**src/hdl/assert_macros.svh**
```systemverilog
// Assertion macros shared by the validator RTL.
`ifndef ASSERT_MACROS_SVH
`define ASSERT_MACROS_SVH
`ifndef NO_ASSERTIONS
`define GBV_ASSERT(lbl, clk, rst_n, prop) \
	lbl: assert property (@(posedge clk) disable iff (!rst_n) (prop)) \
		else $error("assertion failed");
`define GBV_ASSERT_NEVER(lbl, clk, rst_n, cond) \
	lbl: assert property (@(posedge clk) disable iff (!rst_n) !(cond)) \
		else $error("forbidden condition seen");
`else
`define GBV_ASSERT(lbl, clk, rst_n, prop)
`define GBV_ASSERT_NEVER(lbl, clk, rst_n, cond)
`endif
`endif

```
**src/hdl/gbv_pkg.sv**
```systemverilog
// Types, phase codes and byte-class functions for the GB18030 validator.
`default_nettype none
package gbv_pkg;

	typedef enum logic [1:0] {
		PH_LEAD   = 2'd0,
		PH_TRAIL  = 2'd1,
		PH_THIRD  = 2'd2,
		PH_FOURTH = 2'd3
	} phase_t;

	typedef struct packed {
		logic [7:0] data_byte;
		logic       is_last;
	} word_t;

	typedef struct packed {
		phase_t phase;
		logic   failed;
	} chk_status_t;

	function automatic logic is_digit(input logic [7:0] b);
		return (b >= 8'h30) && (b <= 8'h39);
	endfunction

	function automatic logic trail_ok(input logic [7:0] lead, input logic [7:0] b);
		logic low_fe;
		logic low_a0;
		logic low_ef;
		logic special;
		low_fe  = (b >= 8'h40) && (b <= 8'hFE) && (b != 8'h7F);
		low_a0  = (b >= 8'h40) && (b <= 8'hA0) && (b != 8'h7F);
		low_ef  = (b >= 8'h40) && (b <= 8'hEF) && (b != 8'h7F);
		special = ((lead == 8'hA2) && (b == 8'hE3)) ||
			((lead == 8'hA6) && (b >= 8'hD9) && (b <= 8'hDF)) ||
			((lead == 8'hA6) && (b == 8'hF3));
		priority if (lead < 8'hA1) begin
			return low_fe;
		end else if (lead < 8'hA8) begin
			return special || ((b >= 8'hA1) && (b <= 8'hFE));
		end else if (lead < 8'hAA) begin
			return special || low_ef;
		end else if (lead < 8'hB0) begin
			return low_a0;
		end else if (lead < 8'hF8) begin
			return low_fe;
		end else begin
			return low_a0;
		end
	endfunction

	function automatic logic four_lead_ok(input logic [7:0] lead);
		return ((lead >= 8'h81) && (lead <= 8'h84)) ||
			((lead >= 8'h90) && (lead <= 8'hE3));
	endfunction

endpackage
`default_nettype wire

```
**src/hdl/gbv_byte_if.sv**
```systemverilog
// Byte input channel: one text byte and its end marker per word.
`default_nettype none
interface gbv_byte_if;
	logic       valid;
	logic       ready;
	logic [7:0] data_byte;
	logic       is_last;

	modport source (output valid, output data_byte, output is_last, input ready);
	modport sink (input valid, input data_byte, input is_last, output ready);
endinterface
`default_nettype wire

```
**src/hdl/gbv_result_if.sv**
```systemverilog
// Verdict output channel: one validity flag per string.
`default_nettype none
interface gbv_result_if;
	logic valid;
	logic ready;
	logic is_valid;

	modport source (output valid, output is_valid, input ready);
	modport sink (input valid, input is_valid, output ready);
endinterface
`default_nettype wire

```
**src/hdl/gbv_in_reg.sv**
```systemverilog
// Input register stage holding one accepted byte word.
`default_nettype none
module gbv_in_reg (
	input  logic                clk,
	input  logic                arst_n,
	input  logic                load,
	input  logic                advance,
	input  gbv_pkg::word_t      word_in,
	output logic                valid_s1,
	output gbv_pkg::word_t      word_s1
);

	always_ff @(posedge clk or negedge arst_n) begin
		if (!arst_n) begin
			valid_s1 <= 1'b0;
		end else if (load) begin
			valid_s1 <= 1'b1;
		end else if (advance) begin
			valid_s1 <= 1'b0;
		end
	end

	always_ff @(posedge clk) begin
		if (load) begin
			word_s1 <= word_in;
		end
	end

endmodule
`default_nettype wire

```
**src/hdl/gbv_check.sv**
```systemverilog
// Per-string decode state and verdict logic.
`default_nettype none
module gbv_check (
	input  logic                  clk,
	input  logic                  arst_n,
	input  logic                  advance,
	input  gbv_pkg::word_t        word_s1,
	output logic                  verdict,
	output gbv_pkg::chk_status_t  status
);

	gbv_pkg::phase_t phase_q, phase_d;
	logic [7:0]      lead_q, lead_d;
	logic            failed_q, failed_d;
	logic [7:0]      b;

	assign b = word_s1.data_byte;

	always_comb begin
		phase_d  = phase_q;
		lead_d   = lead_q;
		failed_d = failed_q;
		if (!failed_q) begin
			unique case (phase_q)
				gbv_pkg::PH_LEAD: begin
					if (b[7]) begin
						if ((b == 8'h80) || (b == 8'hFF)) begin
							failed_d = 1'b1;
						end else begin
							lead_d  = b;
							phase_d = gbv_pkg::PH_TRAIL;
						end
					end
				end
				gbv_pkg::PH_TRAIL: begin
					if (gbv_pkg::is_digit(b)) begin
						phase_d = gbv_pkg::PH_THIRD;
					end else begin
						failed_d = !gbv_pkg::trail_ok(lead_q, b);
						phase_d  = gbv_pkg::PH_LEAD;
					end
				end
				gbv_pkg::PH_THIRD: begin
					failed_d = (b < 8'h81) || (b > 8'hFE);
					phase_d  = gbv_pkg::PH_FOURTH;
				end
				gbv_pkg::PH_FOURTH: begin
					failed_d = !gbv_pkg::is_digit(b) || !gbv_pkg::four_lead_ok(lead_q);
					phase_d  = gbv_pkg::PH_LEAD;
				end
				default: begin
					phase_d = gbv_pkg::PH_LEAD;
				end
			endcase
		end
		verdict = !failed_d &&
			((phase_d == gbv_pkg::PH_LEAD) || (phase_d == gbv_pkg::PH_TRAIL));
	end

	always_ff @(posedge clk or negedge arst_n) begin
		if (!arst_n) begin
			phase_q  <= gbv_pkg::PH_LEAD;
			lead_q   <= 8'h00;
			failed_q <= 1'b0;
		end else if (advance) begin
			if (word_s1.is_last) begin
				phase_q  <= gbv_pkg::PH_LEAD;
				lead_q   <= 8'h00;
				failed_q <= 1'b0;
			end else begin
				phase_q  <= phase_d;
				lead_q   <= lead_d;
				failed_q <= failed_d;
			end
		end
	end

	assign status.phase  = phase_q;
	assign status.failed = failed_q;

endmodule
`default_nettype wire

```
**src/hdl/gbv_out_reg.sv**
```systemverilog
// Result register for the end-of-string verdict.
`default_nettype none
module gbv_out_reg (
	input  logic clk,
	input  logic arst_n,
	input  logic load,
	input  logic verdict,
	input  logic take,
	output logic valid_q,
	output logic verdict_q
);

	always_ff @(posedge clk or negedge arst_n) begin
		if (!arst_n) begin
			valid_q <= 1'b0;
		end else if (load) begin
			valid_q <= 1'b1;
		end else if (take) begin
			valid_q <= 1'b0;
		end
	end

	always_ff @(posedge clk) begin
		if (load) begin
			verdict_q <= verdict;
		end
	end

endmodule
`default_nettype wire

```
**src/hdl/gb18030_stream_validator.sv**
```systemverilog
// Top level of the GB18030 stream validator.
//
//   channel   dir  payload               word meaning
//   in_ch     in   data_byte, is_last    one text byte, end-of-string mark
//   out_ch    out  is_valid              verdict for the finished string
//
// One byte word per cycle unless stalled; out_ch.valid comes from the result register.
// Bytes pass through an input register, then the decode logic updates the
// per-string state; only last bytes load the result register.
// A waiting verdict holds the next last byte in the input register, and the
// input stalls until the verdict is taken; other bytes pass freely.
// Reset clears the decode state; every string starts fresh after its last byte.
`default_nettype none
`include "assert_macros.svh"
module gb18030_stream_validator (
	input  logic                clk,
	input  logic                arst_n,
	gbv_byte_if.sink            in_ch,
	gbv_result_if.source        out_ch
);

	logic                  valid_s1;
	gbv_pkg::word_t        word_s1;
	gbv_pkg::word_t        word_in;
	logic                  advance;
	logic                  load_in;
	logic                  verdict;
	logic                  out_valid;
	logic                  out_verdict;
	gbv_pkg::chk_status_t  status;

	assign advance = valid_s1 && (!word_s1.is_last || !out_valid || out_ch.ready);
	assign in_ch.ready = !valid_s1 || advance;
	assign load_in = in_ch.valid && in_ch.ready;

	assign word_in.data_byte = in_ch.data_byte;
	assign word_in.is_last   = in_ch.is_last;

	gbv_in_reg u_in (
		.clk      (clk),
		.arst_n   (arst_n),
		.load     (load_in),
		.advance  (advance),
		.word_in  (word_in),
		.valid_s1 (valid_s1),
		.word_s1  (word_s1)
	);

	gbv_check u_chk (
		.clk     (clk),
		.arst_n  (arst_n),
		.advance (advance),
		.word_s1 (word_s1),
		.verdict (verdict),
		.status  (status)
	);

	gbv_out_reg u_out (
		.clk       (clk),
		.arst_n    (arst_n),
		.load      (advance && word_s1.is_last),
		.verdict   (verdict),
		.take      (out_ch.ready),
		.valid_q   (out_valid),
		.verdict_q (out_verdict)
	);

	assign out_ch.valid    = out_valid;
	assign out_ch.is_valid = out_verdict;

	`GBV_ASSERT(a_verdict_from_last, clk, arst_n, $rose(out_valid) |-> $past(advance && word_s1.is_last))
	`GBV_ASSERT(a_state_clear_after_last, clk, arst_n, (advance && word_s1.is_last) |=> (status.phase == gbv_pkg::PH_LEAD && !status.failed))
	`GBV_ASSERT(a_last_held_on_stall, clk, arst_n, (valid_s1 && word_s1.is_last && out_valid && !out_ch.ready) |=> (valid_s1 && $stable(word_s1)))
	`GBV_ASSERT_NEVER(a_ready_low_empty, clk, arst_n, !in_ch.ready && !valid_s1)

endmodule
`default_nettype wire

```
**src/flat_wrapper.sv**
```systemverilog
// flat-port wrapper written by rule: the top's interface ports become plain ports
module gb18030_stream_validator_flat 
  (clk, arst_n, in_ch_valid, in_ch_data_byte, in_ch_is_last, in_ch_ready, out_ch_valid, out_ch_is_valid, out_ch_ready);
  gbv_byte_if in_ch_i ();
  gbv_result_if out_ch_i ();
  input  logic clk;
  input  logic arst_n;
  input wire logic [$bits(in_ch_i.valid)-1:0] in_ch_valid;
  input wire logic [$bits(in_ch_i.data_byte)-1:0] in_ch_data_byte;
  input wire logic [$bits(in_ch_i.is_last)-1:0] in_ch_is_last;
  output wire logic [$bits(in_ch_i.ready)-1:0] in_ch_ready;
  output wire logic [$bits(out_ch_i.valid)-1:0] out_ch_valid;
  output wire logic [$bits(out_ch_i.is_valid)-1:0] out_ch_is_valid;
  input wire logic [$bits(out_ch_i.ready)-1:0] out_ch_ready;
  assign in_ch_i.valid = in_ch_valid;
  assign in_ch_i.data_byte = in_ch_data_byte;
  assign in_ch_i.is_last = in_ch_is_last;
  assign in_ch_ready = in_ch_i.ready;
  assign out_ch_valid = out_ch_i.valid;
  assign out_ch_is_valid = out_ch_i.is_valid;
  assign out_ch_i.ready = out_ch_ready;
  gb18030_stream_validator u_core (.clk(clk), .arst_n(arst_n), .in_ch(in_ch_i), .out_ch(out_ch_i));
endmodule
```
**config.mk**
```make
export PLATFORM = sky130hd
export DESIGN_NAME = gb18030_stream_validator_flat
export DESIGN_NICKNAME = d
export VERILOG_FILES = /design/src/hdl/gbv_pkg.sv /design/src/hdl/gbv_byte_if.sv /design/src/hdl/gbv_result_if.sv /design/src/hdl/gbv_in_reg.sv /design/src/hdl/gbv_check.sv /design/src/hdl/gbv_out_reg.sv /design/src/hdl/gb18030_stream_validator.sv /design/src/flat_wrapper.sv
export VERILOG_INCLUDE_DIRS = /design/src /design/src/hdl
export SDC_FILE = /design/constraint.sdc
export NUM_CORES = 1
export LEC_CHECK = 0
export BUFFER_PORTS_ARGS = -buffer_cell sky130_fd_sc_hd__buf_2
export CORE_MARGIN = 3
export CORE_UTILIZATION = 35
export DETAILED_ROUTE_END_ITERATION = 6
export GPL_ROUTABILITY_DRIVEN = 0
export HOLD_SLACK_MARGIN = 0.06
export SLEW_MARGIN = 20
export SYNTH_ARGS = -nofsm -noshare
export SYNTH_HDL_FRONTEND = slang
export SYNTH_SLANG_ARGS = --single-unit
```
**constraint.sdc**
```tcl
create_clock -name clk -period 3.2 [get_ports clk]
set_input_delay 0.16 -clock clk [delete_from_list [all_inputs] [get_ports clk]]
set_output_delay 0.16 -clock clk [all_outputs]
set_load 0.05 [all_outputs]
```
==> impl_table.tex <==
\begin{tabular}{lr}
\hline
Metric & Value \\
\hline
\multicolumn{2}{l}{\textbf{Setup path}} \\
Worst Setup End Kind & flip-flop \\
Critical path startpoint category & flip-flop \\
Worst reg-to-reg path cell count & 6 \\
FF-to-FF Start & u\_core.u\_in.word\_s1[8] \\
CP arrival & between 2 and 2.5 ns \\
CP max FO & 10 \\
FF-to-FF End & u\_core.u\_chk.failed\_q \\
Data required time at the worst endpoint & between 3 and 4 ns \\
Setup slack, reg-to-reg & 0.97 ns \\
Worst setup path category & reg2reg \\
\multicolumn{2}{l}{\textbf{Logic synthesis}} \\
Post-synth EDFFs & 10 \\
Netlist area before placement & 1236 um2 \\
Post-synthesis cell count & about 110 \\
Synthesis warning total & 0 \\
FFs w/ async S/R, synth & a little under three fifths \\
Count of unique library cells instantiated by Yosys & 44 \\
Average footprint of a synthesized cell & 11.34 um2 \\
Cell type with the highest aggregate area in the netlist & sky130\_fd\_sc\_hd\_\_dfrtp\_1 \\
Top-area cell type share of the netlist area & 26.32\% \\
Sequential share of the synthesized area & between 50\% and 60\% \\
Post-Syn Nets & $\sim$120 \\
Most used flip-flop cell after synthesis & sky130\_fd\_sc\_hd\_\_dfrtp\_1 \\
Top cells by area in the synthesized netlist & sky130\_fd\_sc\_hd\_\_dfrtp\_1, sky130\_fd\_sc\_hd\_\_edfxtp\_1, sky130\_fd\_sc\_hd\_\_a22o\_1, sky130\_fd\_sc\_hd\_\_a21o\_1, sky130\_fd\_sc\_hd\_\_o21ai\_0 \\
Register bit count reported by yosys & 23 \\
\multicolumn{2}{l}{\textbf{STA}} \\
Number of pins exceeding their max-slew limit in the final report & 0 \\
Hold violation total from the final report & 0 \\
Slew HR & about 71\% \\
Post-layout minimum cycle time & about 2.2 ns \\
Fin crit share & a little over two thirds \\
Worst Clk Skew & between 0.004 and 0.005 ns \\
Least setup slack across all paths after layout & around 0.97 ns \\
Worst-margin pin slew & between 0.4 and 0.5 ns \\
Unrepaired setup endpoints after global routing & false \\
Total of endpoints with negative setup slack in the final report & 0 \\
Fmax & between 400 and 500 MHz \\
Final-layout setup total negative slack & 0 ns \\
\multicolumn{2}{l}{\textbf{Hold path}} \\
Hold Path Cell Cnt & 4 \\
Hold crit path type & in2reg \\
Worst Hold End & u\_core.u\_in.valid\_s1 \\
Origin of the worst min-delay path & out\_ch\_ready \\
\multicolumn{2}{l}{\textbf{Clock tree}} \\
Clock transition time at the flip-flop clock pins of the worst setup and hold paths & between 0.1 and 0.15 ns \\
Postcts setup bufs & 0 \\
Clock tree from TritonCTS & done \\
CTS H-tree depth & 1 \\
Clock latency reported for the late side of the worst-skew pair & approximately 0.31 ns \\
Deepest clock path buffer count & 2 \\
CTS buffer count & 3 \\
Root Driver & sky130\_fd\_sc\_hd\_\_clkbuf\_4 \\
Total number of clock tree sinks & 23 \\
\multicolumn{2}{l}{\textbf{Outcome}} \\
Outcome & completed \\
\multicolumn{2}{l}{\textbf{Final layout}} \\
Proportion of layout cells with a drive suffix above 1 & between 10\% and 20\% \\
Fillers & between 300 and 400 \\
Diode insertion count for antenna repair & 0 \\
Total area of multi-input combinational cells & 578.1 um2 \\
Final core area utilization & approximately 46\% \\
Net total in the final layout & $\sim$150 \\
Commonest non-fill, non-tap cell in the layout & sky130\_fd\_sc\_hd\_\_buf\_2 \\
Synth-to-layout area growth & 19.33\% \\
Final non-filler cell total & about 180 \\
Register Area & 625.6 um2 \\
Leading cell types in the layout, fill and taps excluded & sky130\_fd\_sc\_hd\_\_buf\_2, sky130\_fd\_sc\_hd\_\_dfrtp\_1, sky130\_fd\_sc\_hd\_\_dlygate4sd3\_1 \\
\multicolumn{2}{l}{\textbf{Floorplanning}} \\
Standard cell core area & approximately 3200 um2 \\
Standard-cell row count & 20 \\
\# IOs & 16 \\
Initial cell density of the core & 38.59\% \\
Vert. Die Dim & approximately 65 um \\
DIE AREA & 4281 um2 \\
Width of the die & about 65 um \\
\multicolumn{2}{l}{\textbf{Pwr}} \\
Worst IR drop on VDD & 0.2385 mV \\
P per Cell Area & 432.0 nW/um2 \\
Post-layout total power & 0.0006373 W \\
P\_leak & approximately 0.6 nW \\
\multicolumn{2}{l}{\textbf{Global routing}} \\
Vias in the first global route & 930 \\
First-pass GRT wire length & 4174 um \\
Pin count of the biggest net entering global routing & 14 \\
GRT overflow & 0 \\
Overall routing resource usage & 12.37\% \\
Initial antenna violation count & 0 \\
\multicolumn{2}{l}{\textbf{Placement}} \\
Detail Placement HPWL & approximately 1900 um \\
Buffers on Ports & 15 \\
Placed Instances & between 150 and 200 \\
Post-Place Setup Slack & just under 1 ns \\
\multicolumn{2}{l}{\textbf{Detailed routing}} \\
Total length of routed wires & between 2000 and 3000 um \\
Drt first-iter violations & between 50 and 60 \\
Final routed wire length divided by cell count & between 10 and 15 um \\
DRT Pass-1 Iters & 4 \\
\# DRC & 0 \\
DR vias & approximately 1,000 \\
DRT antenna net count & 0 \\
Number of vias per cell & about 5.7 \\
\multicolumn{2}{l}{\textbf{Job}} \\
Number of maximum-capacitance violations & 0 \\
\hline
\end{tabular}
-- routing by layer --
layer | track usage [%] | wire, um
met3 | 1.538 | 120
met1 | 15.93 | 1100
met2 | 21.87 | 1316
met4 | 3.109 | 12
met5 | 0 | 0
-- what timing repair did --
action                     in CTS  in global routing
hold endpoints to repair       23                  0
hold buffers                   11                  0
gates resized for setup         0                  0
setup endpoints to repair       0                  0
-- kinds of logic (layout without fill, tap and decap cells) --
kind of cell	Yosys count	in the layout	share of synthesized area [%]
DFF	23	23	50.61
and+or+nand+nor	39	39	18.62
AOI/OAI and AO/OA	42	42	28.14
buffers and inverters	5	31	2.631
-- area by class of cell --
cell class                      instances  share of cell area, %
Tap cell                               44                  3.732
Timing Repair Buffer                   26                  12.55
Clock buffer                            3                  1.527
Clock inverter                          1                 0.3393
Sequential cell                        23                  42.41
Inverter                                1                 0.2545
Multi-Input combinational cell         81                  39.19
-- where the power goes --
part	switching [W]	internal (W)	leakage [nW]	total, W
registers	0.0000395	0.000337	0.268	0.000376
logic	0.0000625	0.0000632	0.316	0.000126
clock network	0.0000886	0.0000467	0.0177	0.000135
-- through the flow --
step	area, um2	hold WS (ns)
3_3_place_gp	1338	0.06605
2_1_floorplan	1236	-0.1356
5_1_grt	1475	0.2111
4_1_cts	1475	0.1665
3_5_place_dp	1338	0.07279
6_report	1475	0.1596
-- worst max-delay path, stage by stage (launching register included) --
cell	delay, ns
sky130_fd_sc_hd__edfxtp_1	0.57
sky130_fd_sc_hd__or2_1	0.32
sky130_fd_sc_hd__or4b_1	0.49
sky130_fd_sc_hd__o31a_1	0.33
sky130_fd_sc_hd__a32oi_1	0.15
sky130_fd_sc_hd__a311oi_1	0.13
sky130_fd_sc_hd__nor2b_1	0.15
-- registers in the layout (all words and copies together) (netlist names) --
register                flops
u_core.u_chk.failed_q       1
u_core.u_in.word_s1         9
u_core.u_chk.lead_q         8
u_core.u_in.valid_s1        1
u_core.u_chk.phase_q        2
u_core.u_out.valid_q        1
u_core.u_out.verdict_q      1
-- synthesized netlist by cell type (2+ instances only) --
master,count
sky130_fd_sc_hd__a21o_1,5
sky130_fd_sc_hd__a21oi_1,4
sky130_fd_sc_hd__a22o_1,8
sky130_fd_sc_hd__and2_1,2
sky130_fd_sc_hd__and3_1,4
sky130_fd_sc_hd__buf_2,2
sky130_fd_sc_hd__dfrtp_1,13
sky130_fd_sc_hd__edfxtp_1,10
sky130_fd_sc_hd__nand2_1,8
sky130_fd_sc_hd__nand2b_1,3
sky130_fd_sc_hd__nand4_1,3
sky130_fd_sc_hd__nor2_1,4
sky130_fd_sc_hd__nor2b_1,3
sky130_fd_sc_hd__nor3_1,2
sky130_fd_sc_hd__o21a_1,2
sky130_fd_sc_hd__o21ai_0,6
sky130_fd_sc_hd__o311ai_0,2
sky130_fd_sc_hd__o31a_1,2
-- worst max-delay path by stage --
stage          cells after the start                     end                   start  slack, ns
2_1_floorplan                      6  u_core.u_out.verdict_q  u_core.u_in.word_s1[1]       1.14
3_3_place_gp                       6  u_core.u_out.verdict_q  u_core.u_in.word_s1[1]       1.00
3_5_place_dp                       6  u_core.u_out.verdict_q  u_core.u_in.word_s1[1]       0.98
4_1_cts                            6  u_core.u_out.verdict_q  u_core.u_in.word_s1[1]       0.96
5_1_grt                            6  u_core.u_out.verdict_q  u_core.u_in.word_s1[1]       0.80
6_report                           6   u_core.u_chk.failed_q  u_core.u_in.word_s1[8]       0.97
No activity file was read; power rests on OpenSTA's default activity.
